### config.mk
export PLATFORM = sky130hd
export DESIGN_NAME = sync_length_sum_frame_parser_top
export DESIGN_NICKNAME = d
export VERILOG_FILES = /design/src/hdl/slp_pkg.sv /design/src/hdl/slp_front.sv /design/src/hdl/slp_queue.sv /design/src/hdl/slp_back.sv /design/src/hdl/sync_length_sum_frame_parser_top.sv
export VERILOG_INCLUDE_DIRS = /design/src /design/src/hdl
export SDC_FILE = /design/constraint.sdc
export NUM_CORES = 1
export LEC_CHECK = 0
export BUFFER_PORTS_ARGS = -buffer_cell sky130_fd_sc_hd__buf_4
export CAP_MARGIN = 20
export CORE_ASPECT_RATIO = 0.7
export CORE_UTILIZATION = 25
export CTS_CLUSTER_DIAMETER = 50
export DETAILED_ROUTE_END_ITERATION = 8
export PLACE_DENSITY_LB_ADDON = 0.12
export SLEW_MARGIN = 40
export SYNTH_ARGS = -nofsm -noshare
export SYNTH_HDL_FRONTEND = slang
export SYNTH_HIERARCHICAL = 1
export SYNTH_SLANG_ARGS = --single-unit
### constraint.sdc
create_clock -name clk -period 3.1 [get_ports clk]
set_input_delay 0.31 -clock clk [delete_from_list [all_inputs] [get_ports clk]]
set_output_delay 0.31 -clock clk [all_outputs]
set_load 0.1 [all_outputs]
### src/hdl/sync_length_sum_frame_parser_top_assert.svh
// Assertion macros for the frame parser modules, used by the drain side.
`ifndef SYNC_LENGTH_SUM_FRAME_PARSER_TOP_ASSERT_SVH
`define SYNC_LENGTH_SUM_FRAME_PARSER_TOP_ASSERT_SVH

// Same-cycle implication, sampled on clk, off during rst.
`define SLP_ASSERT_IMP(label, ante, cons, msg) \
  label: assert property (@(posedge clk) disable iff (rst) (ante) |-> (cons)) \
    else $error(msg);

// Next-cycle implication, sampled on clk, off during rst.
`define SLP_ASSERT_NXT(label, ante, cons, msg) \
  label: assert property (@(posedge clk) disable iff (rst) (ante) |=> (cons)) \
    else $error(msg);

`endif

### src/hdl/slp_pkg.sv
// Types and constants of the frame parser.
package slp_pkg;

  localparam int BYTE_W = 8;
  localparam int LEN_W  = 6;
  localparam int IDX_W  = 5;

  localparam int CFG_IDX_W = 1;
  localparam logic [CFG_IDX_W-1:0] REG_SYNC_FIRST  = 1'b0;
  localparam logic [CFG_IDX_W-1:0] REG_SYNC_SECOND = 1'b1;

  localparam logic [BYTE_W-1:0] SYNC_FIRST_RESET  = 8'hAA;
  localparam logic [BYTE_W-1:0] SYNC_SECOND_RESET = 8'hAF;

  localparam logic CMD_BYTE    = 1'b0;
  localparam logic CMD_TIMEOUT = 1'b1;

  localparam int QUEUE_DEPTH = 2;
  localparam int QPTR_W      = 1;

  typedef enum logic [2:0] {
    PH_SYNC1 = 3'd0,
    PH_SYNC2 = 3'd1,
    PH_ID    = 3'd2,
    PH_LEN   = 3'd3,
    PH_DATA  = 3'd4,
    PH_CSUM  = 3'd5
  } phase_t;

  typedef enum logic [1:0] {
    BK_IDLE  = 2'd0,
    BK_FETCH = 2'd1,
    BK_LOAD  = 2'd2,
    BK_EMPTY = 2'd3
  } back_state_t;

  typedef struct packed {
    logic              cmd;
    logic [BYTE_W-1:0] rx_byte;
  } item_t;

  typedef struct packed {
    logic [BYTE_W-1:0] msg_id;
    logic [LEN_W-1:0]  data_len;
    logic [IDX_W-1:0]  byte_index;
    logic [BYTE_W-1:0] data_byte;
    logic              has_byte;
    logic              last;
  } result_t;

  // Good frame handed from the parser to the drain side.
  typedef struct packed {
    logic [BYTE_W-1:0] id;
    logic [LEN_W-1:0]  len;
  } frame_cmd_t;

  // Payload buffer write from the parser.
  typedef struct packed {
    logic              en;
    logic [LEN_W-1:0]  addr;
    logic [BYTE_W-1:0] data;
  } buf_wr_t;

endpackage

### src/hdl/slp_front.sv
// Frame parser front end: hunt, header, payload capture and checksum test.
module slp_front #(
  parameter int MAX_PAYLOAD = 32
) (
  input  logic                            clk,
  input  logic                            rst,
  input  logic                            cfg_valid,
  input  logic [slp_pkg::CFG_IDX_W-1:0]   cfg_index,
  input  logic [slp_pkg::BYTE_W-1:0]      cfg_value,
  input  logic                            item_valid,
  output logic                            item_stall,
  input  slp_pkg::item_t                  item,
  input  logic                            drain_busy,
  input  logic                            q_full,
  output logic                            q_push,
  output slp_pkg::frame_cmd_t             q_cmd,
  output slp_pkg::buf_wr_t                wr
);

  slp_pkg::phase_t             phase, phase_next;
  logic [slp_pkg::BYTE_W-1:0]  frame_id, frame_id_next;
  logic [slp_pkg::LEN_W-1:0]   frame_length, frame_length_next;
  logic [slp_pkg::LEN_W-1:0]   fill_index, fill_index_next;
  logic [slp_pkg::BYTE_W-1:0]  running_sum, running_sum_next;
  logic [slp_pkg::BYTE_W-1:0]  sync_first, sync_second;
  logic [slp_pkg::BYTE_W-1:0]  c;
  logic [slp_pkg::LEN_W-1:0]   fill_inc;
  logic                        accept;

  always_ff @(posedge clk) begin
    if (rst) begin
      sync_first  <= slp_pkg::SYNC_FIRST_RESET;
      sync_second <= slp_pkg::SYNC_SECOND_RESET;
    end else if (cfg_valid) begin
      unique case (cfg_index)
        slp_pkg::REG_SYNC_FIRST:  sync_first  <= cfg_value;
        slp_pkg::REG_SYNC_SECOND: sync_second <= cfg_value;
        default: ;
      endcase
    end
  end

  // Payload bytes wait while the buffer still holds an undrained frame; checksum bytes wait while the queue is full.
  assign item_stall = ((phase == slp_pkg::PH_DATA) && drain_busy) ||
                      ((phase == slp_pkg::PH_CSUM) && q_full);
  assign accept     = item_valid && !item_stall;
  assign c          = item.rx_byte;
  assign fill_inc   = fill_index + slp_pkg::LEN_W'(1);

  always_ff @(posedge clk) begin
    if (rst) begin
      phase        <= slp_pkg::PH_SYNC1;
      frame_id     <= '0;
      frame_length <= '0;
      fill_index   <= '0;
      running_sum  <= '0;
    end else begin
      phase        <= phase_next;
      frame_id     <= frame_id_next;
      frame_length <= frame_length_next;
      fill_index   <= fill_index_next;
      running_sum  <= running_sum_next;
    end
  end

  always_comb begin
    phase_next        = phase;
    frame_id_next     = frame_id;
    frame_length_next = frame_length;
    fill_index_next   = fill_index;
    running_sum_next  = running_sum;
    q_push            = 1'b0;
    q_cmd.id          = frame_id;
    q_cmd.len         = frame_length;
    wr.en             = 1'b0;
    wr.addr           = fill_index;
    wr.data           = c;
    if (accept) begin
      if (item.cmd == slp_pkg::CMD_TIMEOUT) begin
        phase_next = slp_pkg::PH_SYNC1;
      end else begin
        unique case (phase)
          slp_pkg::PH_SYNC2: begin
            phase_next       = (c == sync_second) ? slp_pkg::PH_ID : slp_pkg::PH_SYNC1;
            running_sum_next = running_sum + c;
          end
          slp_pkg::PH_ID: begin
            frame_id_next    = c;
            running_sum_next = running_sum + c;
            phase_next       = slp_pkg::PH_LEN;
          end
          slp_pkg::PH_LEN: begin
            if (c <= slp_pkg::BYTE_W'(MAX_PAYLOAD)) begin
              frame_length_next = c[slp_pkg::LEN_W-1:0];
              fill_index_next   = '0;
              running_sum_next  = running_sum + c;
              phase_next        = (c != '0) ? slp_pkg::PH_DATA : slp_pkg::PH_CSUM;
            end else begin
              phase_next = slp_pkg::PH_SYNC1;
            end
          end
          slp_pkg::PH_DATA: begin
            wr.en            = 1'b1;
            fill_index_next  = fill_inc;
            running_sum_next = running_sum + c;
            if (fill_inc >= frame_length) begin
              phase_next = slp_pkg::PH_CSUM;
            end
          end
          slp_pkg::PH_CSUM: begin
            q_push     = (running_sum == c);
            phase_next = slp_pkg::PH_SYNC1;
          end
          default: begin
            // hunting: every byte restarts the sum
            phase_next       = (c == sync_first) ? slp_pkg::PH_SYNC2 : slp_pkg::PH_SYNC1;
            running_sum_next = c;
          end
        endcase
      end
    end
  end

endmodule

### src/hdl/slp_queue.sv
// Short queue of good frames between the parser and the drain side.
module slp_queue (
  input  logic                clk,
  input  logic                rst,
  input  logic                push,
  input  slp_pkg::frame_cmd_t push_cmd,
  input  logic                pop,
  output slp_pkg::frame_cmd_t head,
  output logic                empty,
  output logic                full
);

  slp_pkg::frame_cmd_t             entries [slp_pkg::QUEUE_DEPTH];
  logic [slp_pkg::QPTR_W-1:0]      wptr, rptr;
  logic [slp_pkg::QPTR_W:0]        count;

  assign head  = entries[rptr];
  assign empty = (count == '0);
  assign full  = (count == (slp_pkg::QPTR_W + 1)'(slp_pkg::QUEUE_DEPTH));

  function automatic logic [slp_pkg::QPTR_W-1:0] ptr_inc(input logic [slp_pkg::QPTR_W-1:0] p);
    ptr_inc = (p == slp_pkg::QPTR_W'(slp_pkg::QUEUE_DEPTH - 1)) ? '0 :
              p + slp_pkg::QPTR_W'(1);
  endfunction

  always_ff @(posedge clk) begin
    if (push) begin
      entries[wptr] <= push_cmd;
    end
  end

  always_ff @(posedge clk) begin
    if (rst) begin
      wptr  <= '0;
      rptr  <= '0;
      count <= '0;
    end else begin
      if (push) begin
        wptr <= ptr_inc(wptr);
      end
      if (pop) begin
        rptr <= ptr_inc(rptr);
      end
      if (push && !pop) begin
        count <= count + (slp_pkg::QPTR_W + 1)'(1);
      end else if (pop && !push) begin
        count <= count - (slp_pkg::QPTR_W + 1)'(1);
      end
    end
  end

endmodule

### src/hdl/slp_back.sv
// Drain side: payload buffer and result sequencer.
`include "sync_length_sum_frame_parser_top_assert.svh"

module slp_back #(
  parameter int MAX_PAYLOAD = 32
) (
  input  logic                clk,
  input  logic                rst,
  input  slp_pkg::buf_wr_t    wr,
  input  logic                q_empty,
  input  slp_pkg::frame_cmd_t q_head,
  output logic                q_pop,
  output logic                busy,
  output logic                res_valid,
  input  logic                res_stall,
  output slp_pkg::result_t    res
);

  localparam int ADDR_W = (MAX_PAYLOAD > 1) ? $clog2(MAX_PAYLOAD) : 1;

  logic [slp_pkg::BYTE_W-1:0] mem [MAX_PAYLOAD];
  logic [slp_pkg::BYTE_W-1:0] rdata;

  slp_pkg::back_state_t       bstate, bstate_next;
  slp_pkg::frame_cmd_t        cur, cur_next;
  logic [slp_pkg::LEN_W-1:0]  idx, idx_next;
  logic [slp_pkg::LEN_W-1:0]  idx_inc;
  logic                       rd_en;
  logic                       load_byte, load_empty;
  logic                       out_free;

  always_ff @(posedge clk) begin
    if (wr.en) begin
      mem[wr.addr[ADDR_W-1:0]] <= wr.data;
    end
    if (rd_en) begin
      rdata <= mem[idx[ADDR_W-1:0]];
    end
  end

  assign out_free = !res_valid || !res_stall;
  assign idx_inc  = idx + slp_pkg::LEN_W'(1);
  assign busy     = (bstate != slp_pkg::BK_IDLE);

  always_ff @(posedge clk) begin
    if (rst) begin
      bstate <= slp_pkg::BK_IDLE;
    end else begin
      bstate <= bstate_next;
    end
  end

  always_ff @(posedge clk) begin
    cur <= cur_next;
    idx <= idx_next;
  end

  always_comb begin
    bstate_next = bstate;
    cur_next    = cur;
    idx_next    = idx;
    q_pop       = 1'b0;
    rd_en       = 1'b0;
    load_byte   = 1'b0;
    load_empty  = 1'b0;
    unique case (bstate)
      slp_pkg::BK_IDLE: begin
        if (!q_empty) begin
          q_pop       = 1'b1;
          cur_next    = q_head;
          idx_next    = '0;
          bstate_next = (q_head.len == '0) ? slp_pkg::BK_EMPTY : slp_pkg::BK_FETCH;
        end
      end
      slp_pkg::BK_FETCH: begin
        rd_en       = 1'b1;
        bstate_next = slp_pkg::BK_LOAD;
      end
      slp_pkg::BK_LOAD: begin
        if (out_free) begin
          load_byte   = 1'b1;
          idx_next    = idx_inc;
          bstate_next = (idx_inc == cur.len) ? slp_pkg::BK_IDLE : slp_pkg::BK_FETCH;
        end
      end
      slp_pkg::BK_EMPTY: begin
        if (out_free) begin
          load_empty  = 1'b1;
          bstate_next = slp_pkg::BK_IDLE;
        end
      end
      default: bstate_next = slp_pkg::BK_IDLE;
    endcase
  end

  always_ff @(posedge clk) begin
    if (rst) begin
      res_valid <= 1'b0;
    end else if (load_byte || load_empty) begin
      res_valid <= 1'b1;
    end else if (!res_stall) begin
      res_valid <= 1'b0;
    end
  end

  always_ff @(posedge clk) begin
    if (load_byte || load_empty) begin
      res.msg_id     <= cur.id;
      res.data_len   <= cur.len;
      res.byte_index <= load_byte ? idx[slp_pkg::IDX_W-1:0] : '0;
      res.data_byte  <= load_byte ? rdata : '0;
      res.has_byte   <= load_byte;
      res.last       <= load_empty || (idx_inc == cur.len);
    end
  end

  `SLP_ASSERT_IMP(a_no_write_while_draining, wr.en, bstate == slp_pkg::BK_IDLE, "buffer written during drain")
  `SLP_ASSERT_IMP(a_empty_result_form, res_valid && !res.has_byte, res.last && (res.data_len == '0), "bad empty-frame result")
  `SLP_ASSERT_NXT(a_pop_starts_drain, q_pop, bstate != slp_pkg::BK_IDLE, "pop did not start a drain")

endmodule

### src/hdl/sync_length_sum_frame_parser_top.sv
// Top level of the sync / length-prefixed frame parser with 8-bit sum checksum.
// Parses frames sync_first, sync_second, id, length, payload, checksum from a
// byte stream (cmd 0) or a timeout (cmd 1, back to hunting). On a good
// checksum the payload is replayed one result per byte, with last set on the
// final one, and an empty payload gives one result with has_byte low. Each
// result comes from the fetch/load loop on the registered payload buffer
// read port, which loads one fetched byte before fetching the next. Header
// and checksum bytes of later frames keep flowing during a drain (up to two
// good frames queued), but payload bytes of a new frame stall until the
// buffer has drained. The buffer needs no clearing at reset. cfg_ready is
// always high; config writes are expected only while the block is idle.
module sync_length_sum_frame_parser_top #(
  parameter int MAX_PAYLOAD = 32
) (
  input  logic                          clk,
  input  logic                          rst,
  input  logic                          cfg_valid,
  output logic                          cfg_ready,
  input  logic [slp_pkg::CFG_IDX_W-1:0] cfg_index,
  input  logic [slp_pkg::BYTE_W-1:0]    cfg_value,
  input  logic                          item_valid,
  output logic                          item_stall,
  input  slp_pkg::item_t                item,
  output logic                          res_valid,
  input  logic                          res_stall,
  output slp_pkg::result_t              res
);

  slp_pkg::frame_cmd_t q_cmd, q_head;
  slp_pkg::buf_wr_t    wr;
  logic                q_push, q_pop, q_empty, q_full;
  logic                back_busy;

  assign cfg_ready = 1'b1;

  slp_front #(
    .MAX_PAYLOAD(MAX_PAYLOAD)
  ) u_front (
    .clk        (clk),
    .rst        (rst),
    .cfg_valid  (cfg_valid),
    .cfg_index  (cfg_index),
    .cfg_value  (cfg_value),
    .item_valid (item_valid),
    .item_stall (item_stall),
    .item       (item),
    .drain_busy (back_busy || !q_empty),
    .q_full     (q_full),
    .q_push     (q_push),
    .q_cmd      (q_cmd),
    .wr         (wr)
  );

  slp_queue u_queue (
    .clk      (clk),
    .rst      (rst),
    .push     (q_push),
    .push_cmd (q_cmd),
    .pop      (q_pop),
    .head     (q_head),
    .empty    (q_empty),
    .full     (q_full)
  );

  slp_back #(
    .MAX_PAYLOAD(MAX_PAYLOAD)
  ) u_back (
    .clk       (clk),
    .rst       (rst),
    .wr        (wr),
    .q_empty   (q_empty),
    .q_head    (q_head),
    .q_pop     (q_pop),
    .busy      (back_busy),
    .res_valid (res_valid),
    .res_stall (res_stall),
    .res       (res)
  );

endmodule

==> flow_summary.toml, run 1 <==
[sta]
setup_viol = 0
maxSlewViolCount = 0
relSlewSlack = 0.4354
worst_pin_slew_ns = 0.8408
period_minus_slack_ns = 2.872
period_share = 0.9266
hold_violations = 0
skew_ns = 0.02434
timing.fmax_mhz = 348.1
grt_setup_unrepaired = "no"
fin_tns_setup_ns = 0

[die]
fp.dieW_um = 305.6
start_util = 0.2540
die_h_um = 214.5
top_level_ports = 55
core_um2 = 63490
die_area_um2 = 65540
row_count = 77

[final_layout]
fill_cells = 6169
stdcell_count = 1931
drive_above_1_share = 0.2716
nets = 1109
area_growth_syn_to_layout_pct = 20.81

[critical_path]
critPathRequiredTime_ns = 3.37
rrSetupSlack_ns = 0.23
end_kind = "flop"
reg2reg_depth = 8
slowest_stage = "or3b_2"
path_max_fanout = 8
slowest_delay_ns = 0.66
rr_endpoint = "u_back/mem[12][6]"
cp_data_arrival_time_ns = 3.14
crit_path_start_kind = "flop"
timing.rr.start = "u_back/bstate[1]"
crit_chain = "or2_2 -> nand2b_1 -> mux2i_1 -> o21ai_2 -> nor3_4 -> or3b_2 -> nor2_1 -> buf_4"
critPathKind = "reg -> reg"

[synthesis]
synth.avg_cell_area_um2 = 17.30
ys_warn_count = 6
yosysSeqAreaShare = 0.7033
syn_area_um2 = 16130
syn-num-nets = 972
synth_seq_cells = 396
yosys.area.top_type = "edfxtp_1"
yosys_most_used_dff = "edfxtp_1"
synth_cells = 932
synth_edf_count = 341
synth_top_area_share = 0.6350
async_flop_share = 0
synth_area_leaders = "edfxtp_1, mux4_2, dfxtp_1"
synth_cell_types = 58

[flow_run]
cap_viol_max_count = 0

[global_route]
antenna_found_initial = 4
first_global_vias = 8919
grt_pass1_wl_um = 63150
track_usage = 0.1330
overflow = 0
grt_max_degree = 59

[clocking]
cts_tree = "built"
root_buffer = "clkbuf_16"
clk_path_buf_depth = 3
cts.clk_slew.worst_paths_ns = 0.06
cts.sinks = 396
htreeDepth = 2
numCtsBuffers = 47
clk_latency_ns = 0.57

[power]
powerDensity_nw_per_um2 = 820.4
p_leak_nw = 6.594
vdd_drop_max_mv = 0.4227

[hold_path]
whs_path_depth = 3
holdPathEnd = "u_front/sync_first[2]"
hold_class = "in -> reg"
worstHoldStart = "cfg_value[2]"

[routing]
antenna_left = 0
drt_pass1_iterations = 5
drt_iter0_drc = 485
dr_total_vias = 8577
wl_um = 43020
viasPerCell = 4.442
wl_per_cell_um = 22.28
drc = 0

[placement]
dpl.cell_count = 1837
place_hpwl_um = 27360
portBuffers = 53
gp_congestion = 0.7501

[outcome]
status = "finished clean"
[logic make-up after synthesis]
group           after synthesis  synth area share
flops                       396            0.7033
simple gates                222           0.06805
mux                         114            0.1377
compound gates               72           0.03080
buf+inv                      68           0.02258
xor+xnor                     42           0.02367
fa+ha+maj                    17           0.01366
other cells                   1         0.0002326
[cell usage after synthesis, types with 8 or more instances]
cell type and n:
nand3_1 15, and2_1 16, clkbuf_1 21, a21oi_1 29
edfxtp_1 341, ha_1 16, mux4_2 67, xor2_1 27
nor4_1 8, inv_1 17, nand2_1 41, mux4_1 13
buf_4 10, dfxtp_1 55, buf_2 10, xnor2_1 14
nand3b_1 13, nor2b_1 9, nor2_1 84, mux2i_1 10
mux2_2 24
[worst max-delay path, delay by kind of cell (launching register included)]
kind	cells	cell delay [ns]
muxes	1	0.34
and+or+nand+nor	5	1.55
DFF	1	0.30
AOI/OAI and AO/OA	1	0.18
buffers and inverters	1	0.21
[per-stage QoR]
stage / utilization / setup WS, ns / instance area (µm²) / total power, mW / hold WS (ns)
finish: 0.3068 / 0.2276 / 19480 / 15.98 / 0.07248
global route: 0.3068 / 0.05791 / 19480 / 16.70 / 0.04130
detailed placement: 0.2816 / 0.07159 / 17880 / 10.78 / 0.4064
CTS: 0.3063 / 0.05236 / 19450 / 16.27 / 0.02121
floorplan: - / 0.1571 / 16130 / 9.358 / 0.3791
global placement: 0.2816 / 0.1071 / 17880 / 10.80 / 0.4021
[flip-flops by register name, summed over array words and instances (netlist names), 3 cells and up, named ones only]
name and cells:
u_front/fill_index 6, u_back/mem 256, u_back/res 29, u_front/sync_first 8, u_front/sync_second 8, u_queue/entries 28
u_front/frame_length 6, u_front/running_sum 8, u_back/idx 6, u_front/frame_id 8, u_back/rdata 8, u_back/cur 14
u_front/phase 3
[power breakdown]
| part | internal, mW | switching [mW] | total, mW |
|---|---|---|---|
| clock | 3.21 | 2.18 | 5.38 |
| sequential | 6.21 | 0.225 | 6.43 |
| combinational | 1.75 | 2.42 | 4.16 |
[timing repair]
item | CTS | global route
resized for setup | 0 | 1
buffers inserted | 0 | 3
hold buffers | 9 | 0
hold endpoints to repair | 10 | 0
setup endpoints to repair | 0 | 62
[cells in the final DEF, fill, tap and decap left out, types with 4 or more instances in the layout]
cell type and instances:
buf_12 5, a211oi_1 5, mux2i_1 10, nor4_1 8, dfxtp_1 55, a21oi_1 29
clkinv_1 8, xor2_1 27, nand2b_1 7, nand3_1 15, mux2_2 24, clkinv_2 7
nor3_1 7, and2_1 16, nand2_1 41, a211o_1 6, o21ai_0 7, a311oi_1 4
nor2b_1 9, nor2_1 84, clkbuf_1 7, nand3b_1 13, inv_1 17, dlygate4sd3_1 9
edfxtp_1 341, xnor2_1 14, and3_1 7, clkbuf_16 47, mux4_2 67, buf_4 125
ha_1 16, mux4_1 13, bufinv_16 5
[worst max path at each step]
| stage | endpoint | start | slack [ns] |
|---|---|---|---|
| 5_1_grt | u_back/mem[12][6] | u_back/bstate[1] | 0.06 |
| 2_1_floorplan | u_back/mem[28][0] | u_back/bstate[1] | 0.16 |
| 4_1_cts | u_back/mem[10][6] | u_back/bstate[1] | 0.05 |
| 3_5_place_dp | u_back/mem[10][6] | u_back/bstate[1] | 0.07 |
| 6_report | u_back/mem[12][6] | u_back/bstate[1] | 0.23 |
| 3_3_place_gp | u_back/mem[10][2] | u_back/bstate[1] | 0.11 |
[routing by layer]
layer | global-route usage | vias to the layer above | wire length, µm
li1 | - | 3904 | -
met1 | 0.2109 | 4451 | 23080
met2 | 0.1827 | 174 | 17410
met3 | 0.02580 | 48 | 1899
met4 | 0.03149 | 0 | 630
met5 | 0 | - | 0
[layout make-up]
type | count | area (µm²) | share of cell area
Tap cell | 829 | 1037 | 0.05324
Sequential cell | 396 | 11340 | 0.5821
Multi-Input combinational cell | 468 | 4427 | 0.2272
Clock inverter | 26 | 265.3 | 0.01362
Clock buffer | 55 | 1216 | 0.06243
Timing Repair Buffer | 139 | 1129 | 0.05793
Antenna cell | 1 | 2.502 | 0.0001285
Inverter | 17 | 63.81 | 0.003276
(Power assumes the default switching activity.)
==> inputs of run 2 (changes only) <==
--- a/config.mk
+++ b/config.mk
@@ -9,12 +9,11 @@
 export BUFFER_PORTS_ARGS = -buffer_cell sky130_fd_sc_hd__buf_4
 export CAP_MARGIN = 20
 export CORE_ASPECT_RATIO = 0.7
-export CORE_UTILIZATION = 25
+export CORE_UTILIZATION = 56
 export CTS_CLUSTER_DIAMETER = 50
 export DETAILED_ROUTE_END_ITERATION = 8
 export PLACE_DENSITY_LB_ADDON = 0.12
 export SLEW_MARGIN = 40
 export SYNTH_ARGS = -nofsm -noshare
 export SYNTH_HDL_FRONTEND = slang
-export SYNTH_HIERARCHICAL = 1
 export SYNTH_SLANG_ARGS = --single-unit
==> run 2 against run 1 <==
  * Sequential share of layout area grew 2.7 points
  * Register-to-register slack gained 0.26 ns
  * Clock power shrank 14%
  * Die area shrank 55%
  * Critical path type unchanged
==> flow_summary.toml, run 2 <==
[clocking]
numCtsBuffers = 38
htreeDepth = 2
postCtsHoldBufs = 4
root_buffer = "clkbuf_16"
clk_latency_ns = 0.54
cts.clk_slew.worst_paths_ns = 0.06
cts.sinks = 396
ctsResizeCount = 0
clk_path_buf_depth = 3
cts_tree = "built"
cts_setup_buffers = 0

[synthesis]
synth_cells = 939
ys_warn_count = 0
synth_seq_cells = 396
yosysSeqAreaShare = 0.7031
async_flop_share = 0
synth_top_area_share = 0.6348
yosys.area.top_type = "edfxtp_1"
syn-num-nets = 982
synth_area_leaders = "edfxtp_1, mux4_2, dfxtp_1"
synth_cell_types = 62
synth_commonest_cells = "edfxtp_1, nor2_1, mux4_2"
syn_area_um2 = 16130
yosys_most_used_dff = "edfxtp_1"
synth_edf_count = 341
synth.avg_cell_area_um2 = 17.18
yosysMostFrequentCell = "edfxtp_1"

[final_layout]
design_area_um2 = 18630
stdcell_count = 1452
diodes = 0
mostFrequentLayoutCells = "edfxtp_1, buf_4, nor2_1"
drive_above_1_share = 0.2609
largest_register_ffs = 256
mostFrequentLayoutCell = "edfxtp_1"
area_growth_syn_to_layout_pct = 15.51
nets = 1099

[power]
p_sw_mw = 4.396
powerDensity_nw_per_um2 = 807.9
sequentialPowerShare = 0.432
clock_power_share = 0.309
design_power_total_mw = 15.05
power_frac_comb = 0.259
power.internal_mw = 10.66
vdd_drop_max_mv = 0.5219
swShare = 0.2920
p_leak_nw = 6.402

[outcome]
status = "finished clean"

[placement]
dpl.cell_count = 1383
placed_area_um2 = 17340
gp_congestion = 0.8209
place_hpwl_um = 21260
portBuffers = 53

[die]
die_area_um2 = 29500
core_um2 = 28080
start_util = 0.5745
row_count = 51
die_h_um = 144.0
top_level_ports = 55
fp.dieW_um = 204.9

[routing]
antenna_left = 0
wl_um = 33650
viasPerCell = 5.996
drt_pass1_iterations = 5
dr_total_vias = 8706
drc = 0
wl_per_cell_um = 23.17
drt_iter0_drc = 856

[critical_path]
end_kind = "flop"
cp_data_arrival_time_ns = 3.07
critPathKind = "reg -> reg"
crit_path_start_kind = "flop"
critPathRequiredTime_ns = 3.56
path_max_fanout = 5

[global_route]
grt_max_degree = 68
grt_pass1_wl_um = 50450
met1_usage = 0.3883
met2_usage = 0.3257
track_usage = 0.2368
first_global_vias = 8172
antenna_found_initial = 0
grt_busiest_layer = "met1"
overflow = 0
use_met3 = 0.04597

[sta]
setup_viol = 0
timing.fmax_mhz = 382.8
maxSlewViolCount = 0
period_share = 0.8427
hold_violations = 0
hold_slack_ns = 0.03127
period_minus_slack_ns = 2.612
grt_setup_unrepaired = "no"
worst_pin_slew_ns = 0.7413
fin_tns_setup_ns = 0
skew_ns = 0.02616
relSlewSlack = 0.5051

[flow_run]
cap_viol_max_count = 0

[hold_path]
hold_class = "in -> reg"
==> run 2: changes by cell type after synthesis, sizes merged, moves of 4 or more <==
cell	change
nand3b	-7
clkbuf	+18
a21oi	-9
xnor2	+6
a311oi	+4
o21ai	+9
nand2	-18
xor2	-7
a211o	+5
buf	-14
==> run 2: final cells by class <==
cell class / count / area, µm²
Clock buffer: 44 / 994.7
Clock inverter: 21 / 259.0
Fill cell: 1888 / 9444
Inverter: 15 / 56.30
Multi-Input combinational cell: 473 / 4492
Sequential cell: 396 / 11340
Tap cell: 371 / 464.2
Timing Repair Buffer: 132 / 1026
==> run 2: layer usage <==
| metal | wire [µm] | vias up |
|---|---|---|
| li1 | - | 3909 |
| met1 | 16240 | 4436 |
| met2 | 14170 | 328 |
| met3 | 2789 | 33 |
| met4 | 452 | 0 |
| met5 | 0 | - |
==> run 2: worst max-delay path, cell delays in order (launching register included) <==
cell,delay (ns)
dfxtp_1,0.32
ha_1,0.33
nor4_1,0.37
nand4_1,0.23
nor4_2,0.44
ha_1,0.35
or3_1,0.35
a21oi_1,0.14
==> run 2: power groups by stage <==
stage          combinational [mW]  clock, mW  sequential, mW
3_3_place_gp                 3.89          0            6.61
3_5_place_dp                 3.92          0            6.62
2_1_floorplan                2.37          0            7.21
6_report                     3.90       4.64            6.51
5_1_grt                      4.17       4.93            6.53
4_1_cts                      3.94       4.73            6.50
==> run 2: final timing paths <==
| path | startpoint | to | slack, ns | cells past startpoint |
|---|---|---|---|---|
| max reg2reg | u_front.running_sum[4] | u_queue.count[1] | 0.49 | 7 |
| min | cfg_value[6] | u_front.sync_first[6] | 0.03 | 3 |
| min reg2reg | u_back.cur[7] | u_back.res[22] | 0.42 | 0 |
| max | u_front.running_sum[4] | u_queue.count[1] | 0.49 | 7 |
==> run 2: stage by stage <==
| step | worst slack (ns) | utilization |
|---|---|---|
| finish | 0.4876 | 0.6636 |
| global route | 0.2674 | 0.6636 |
| CTS | 0.4947 | 0.6636 |
| detailed placement | 0.3424 | 0.6176 |
| global placement | 0.4010 | 0.6176 |
| floorplan | 0.6596 | - |
==> run 2: kinds of logic (layout without fill, tap and decap cells) <==
family	after synthesis	after routing	synth area share
adders and majority gates	20	20	0.01598
other	1	1	0.0002325
xor gates and xnor gates	41	41	0.02319
muxes	114	114	0.1345
and+or+nand+nor	210	210	0.06756
DFF	396	396	0.7031
buffers and inverters	70	212	0.01846
AOI/OAI and AO/OA	87	87	0.03700
==> inputs of run 3 (changes only) <==
--- a/config.mk
+++ b/config.mk
@@ -6,6 +6,7 @@
 export SDC_FILE = /design/constraint.sdc
 export NUM_CORES = 1
 export LEC_CHECK = 0
+export ABC_AREA = 1
 export BUFFER_PORTS_ARGS = -buffer_cell sky130_fd_sc_hd__buf_4
 export CAP_MARGIN = 20
 export CORE_ASPECT_RATIO = 0.7
==> constraint.sdc (replaced) <==
create_clock -name clk -period 2.15 [get_ports clk]
set_input_delay 0.215 -clock clk [delete_from_list [all_inputs] [get_ports clk]]
set_output_delay 0.215 -clock clk [all_outputs]
set_load 0.1 [all_outputs]
==> run 3 against run 2 <==
  * The flow now finishes with violations (design-rule violations)
  * Clock power rose by 54%
  * First-iteration DRC count rose by 29%
  * Global-route usage rose by 3.2 points
  * Critical path depth rose by 4
  * Worst setup slack got worse by 0.41 ns
  * Worst hold slack got worse by 0.012 ns
  * Final cell count rose by 35%
  * Clock-buffer cell count rose by 10
  * Fmax rose by 26%
  * Non-clock buffer count rose by 29
  * Sequential share of layout area fell by 2.1 points
  * Highest routed layer unchanged
==> flow_summary.toml, run 3 <==
[outcome]
status = "finished, violations left"
failed_checks = "design-rule violations"

[synthesis]
synth.avg_cell_area_um2 = 11.56
synth_seq_cells = 396
synth_top_area_share = 0.6231
syn_area_um2 = 16430
synth_commonest_cells = "edfxtp_1, nor2_1, nand2_1"
synth_area_leaders = "edfxtp_1, dfxtp_1, nor2_1"
yosysMostFrequentCell = "edfxtp_1"
yosys_most_used_dff = "edfxtp_1"
synth_cell_types = 43
async_flop_share = 0
synth_edf_count = 341
ys_warn_count = 0
yosysSeqAreaShare = 0.6901
syn-num-nets = 1465
yosys.area.top_type = "edfxtp_1"
synth_cells = 1422

[die]
start_util = 0.5689
core_um2 = 28890
top_level_ports = 55
die_h_um = 145.3
die_area_um2 = 30050
row_count = 52
fp.dieW_um = 206.8

[clocking]
numCtsBuffers = 39
cts.sinks = 396
clk_path_buf_depth = 3
root_buffer = "clkbuf_16"
htreeDepth = 2
clk_latency_ns = 0.54
cts_tree = "built"
cts.clk_slew.worst_paths_ns = 0.06

[sta]
setup_viol = 0
relSlewSlack = 0.5503
worst_pin_slew_ns = 0.6721
period_share = 0.9630
maxSlewViolCount = 0
hold_violations = 0
grt_setup_unrepaired = "yes"
fin_ws_ns = 0.07966
fin_tns_setup_ns = 0
skew_ns = 0.02564
hold_slack_ns = 0.01933
timing.fmax_mhz = 483.0
period_minus_slack_ns = 2.070

[placement]
gp_congestion = 0.8881
pre_cts_ws_ns = -0.1468
portBuffers = 53
place_hpwl_um = 25160
placed_area_um2 = 17780
dpl.cell_count = 1879

[critical_path]
startpoint = "u_front.running_sum[1]"
crit_family = "simple AND/OR/NAND/NOR gates"
critPathKind = "reg -> reg"
slowest_delay_ns = 0.39
timing.rr.start = "u_front.running_sum[1]"
cp_data_arrival_time_ns = 2.54
slowest_stage = "or3_1"
end_kind = "flop"
critPathRequiredTime_ns = 2.62
path_max_fanout = 3
cp_common_cell = "buf_4"
crit_path_start_kind = "flop"
crit_chain = "ha_1 -> or3_1 -> nor3_2 -> buf_4 -> nand2_2 -> inv_2 -> ha_4 -> a21oi_4 -> o21ai_2 -> buf_4 -> a21oi_1"
path_buf_inv = 3

[final_layout]
design_area_um2 = 19300
ff_latch_area_um2 = 11350
mostFrequentLayoutCells = "edfxtp_1, nor2_1, nand2_1"
mostFrequentLayoutCell = "edfxtp_1"
area_growth_syn_to_layout_pct = 17.45
stdcell_count = 1962
largest_register_ffs = 256
nets = 1598
diodes = 0
final_util = 0.6682
drive_above_1_share = 0.1604
fill_cells = 2154
multi_input_area_um2 = 4444

[global_route]
antenna_found_initial = 1
track_usage = 0.2689
grt_busiest_layer = "met1"
use_met3 = 0.06359
grt_pass1_wl_um = 60600
first_global_vias = 10450
met2_usage = 0.3742
grt_max_degree = 73
met1_usage = 0.4286
overflow = 0

[routing]
wl_per_cell_um = 20.20
drc = 5
drt_iter0_drc = 1107
drt_pass1_iterations = 9
viasPerCell = 5.709
antenna_left = 0
wl_um = 39630
dr_total_vias = 11200

[power]
clock_power_share = 0.300
sequentialPowerShare = 0.388
powerDensity_nw_per_um2 = 1238
power.internal_mw = 15.40
swShare = 0.3555
p_sw_mw = 8.497
design_power_total_mw = 23.90
vdd_drop_max_mv = 0.7910
p_leak_nw = 7.229
power_frac_comb = 0.312

[hold_path]
hold_class = "in -> reg"
worstHoldStart = "res_stall"

[flow_run]
cap_viol_max_count = 0
-- run 3: cells by family (layout without fill, tap and decap cells) --
family	after synthesis	count (layout)	synth area share
muxes	8	8	0.005482
DFF	396	396	0.6901
and+or+nand+nor	529	529	0.1358
other	1	1	0.0002282
xor gates and xnor gates	15	15	0.007994
adders and majority gates	20	20	0.01568
AOI/OAI and AO/OA	285	285	0.1021
buffers and inverters	168	330	0.04263
-- run 3: final timing paths --
kind | slack, ns | cells after the start | to
setup / recovery | 0.08 | 11 | u_queue.count[1]
hold / removal | 0.02 | 3 | u_back.res_valid
setup reg to reg | 0.08 | 11 | u_queue.count[1]
hold reg to reg | 0.42 | 0 | u_back.res[21]
-- run 3: what timing repair did --
action                                 4_1_cts  5_1_grt
setup endpoints to repair                    1       22
endpoints found under the hold margin       14        0
buffers inserted                             0        4
pin swaps                                    1        3
gates cloned                                 0        1
hold buffers                                 8        0
gates resized for setup                      3       15
-- run 3: power by group through the flow --
stage | logic, mW | clock network, mW | registers (mW)
floorplan | 3.72 | 0 | 10.5
detailed placement | 7.23 | 0 | 9.45
global placement | 7.11 | 0 | 9.43
finish | 7.46 | 7.16 | 9.27
CTS | 7.28 | 7.24 | 9.29
global route | 8.05 | 7.54 | 9.33
-- run 3: area by class of cell --
| cell class | count | area share |
|---|---|---|
| flip-flops and latches | 396 | 0.5878 |
| multi-input cells | 858 | 0.2302 |
| repair buffers | 161 | 0.06929 |
| clock buffers | 54 | 0.05510 |
| well taps | 378 | 0.02450 |
| inverters | 99 | 0.01932 |
| clock inverters | 16 | 0.01374 |
-- run 3: routing by layer --
layer,vias up,wire (µm)
li1,5313,-
met3,49,3725
met2,465,16880
met1,5375,18460
met4,0,561
met5,-,0
-- run 3: worst register-to-register path, cell delays in order, from the launching register on --
cell and delay (ns):
dfxtp_1 0.31, ha_1 0.29, or3_1 0.39, nor3_2 0.10, buf_4 0.13, nand2_2 0.06
inv_2 0.08, ha_4 0.21, a21oi_4 0.12, o21ai_2 0.07, buf_4 0.13, a21oi_1 0.12
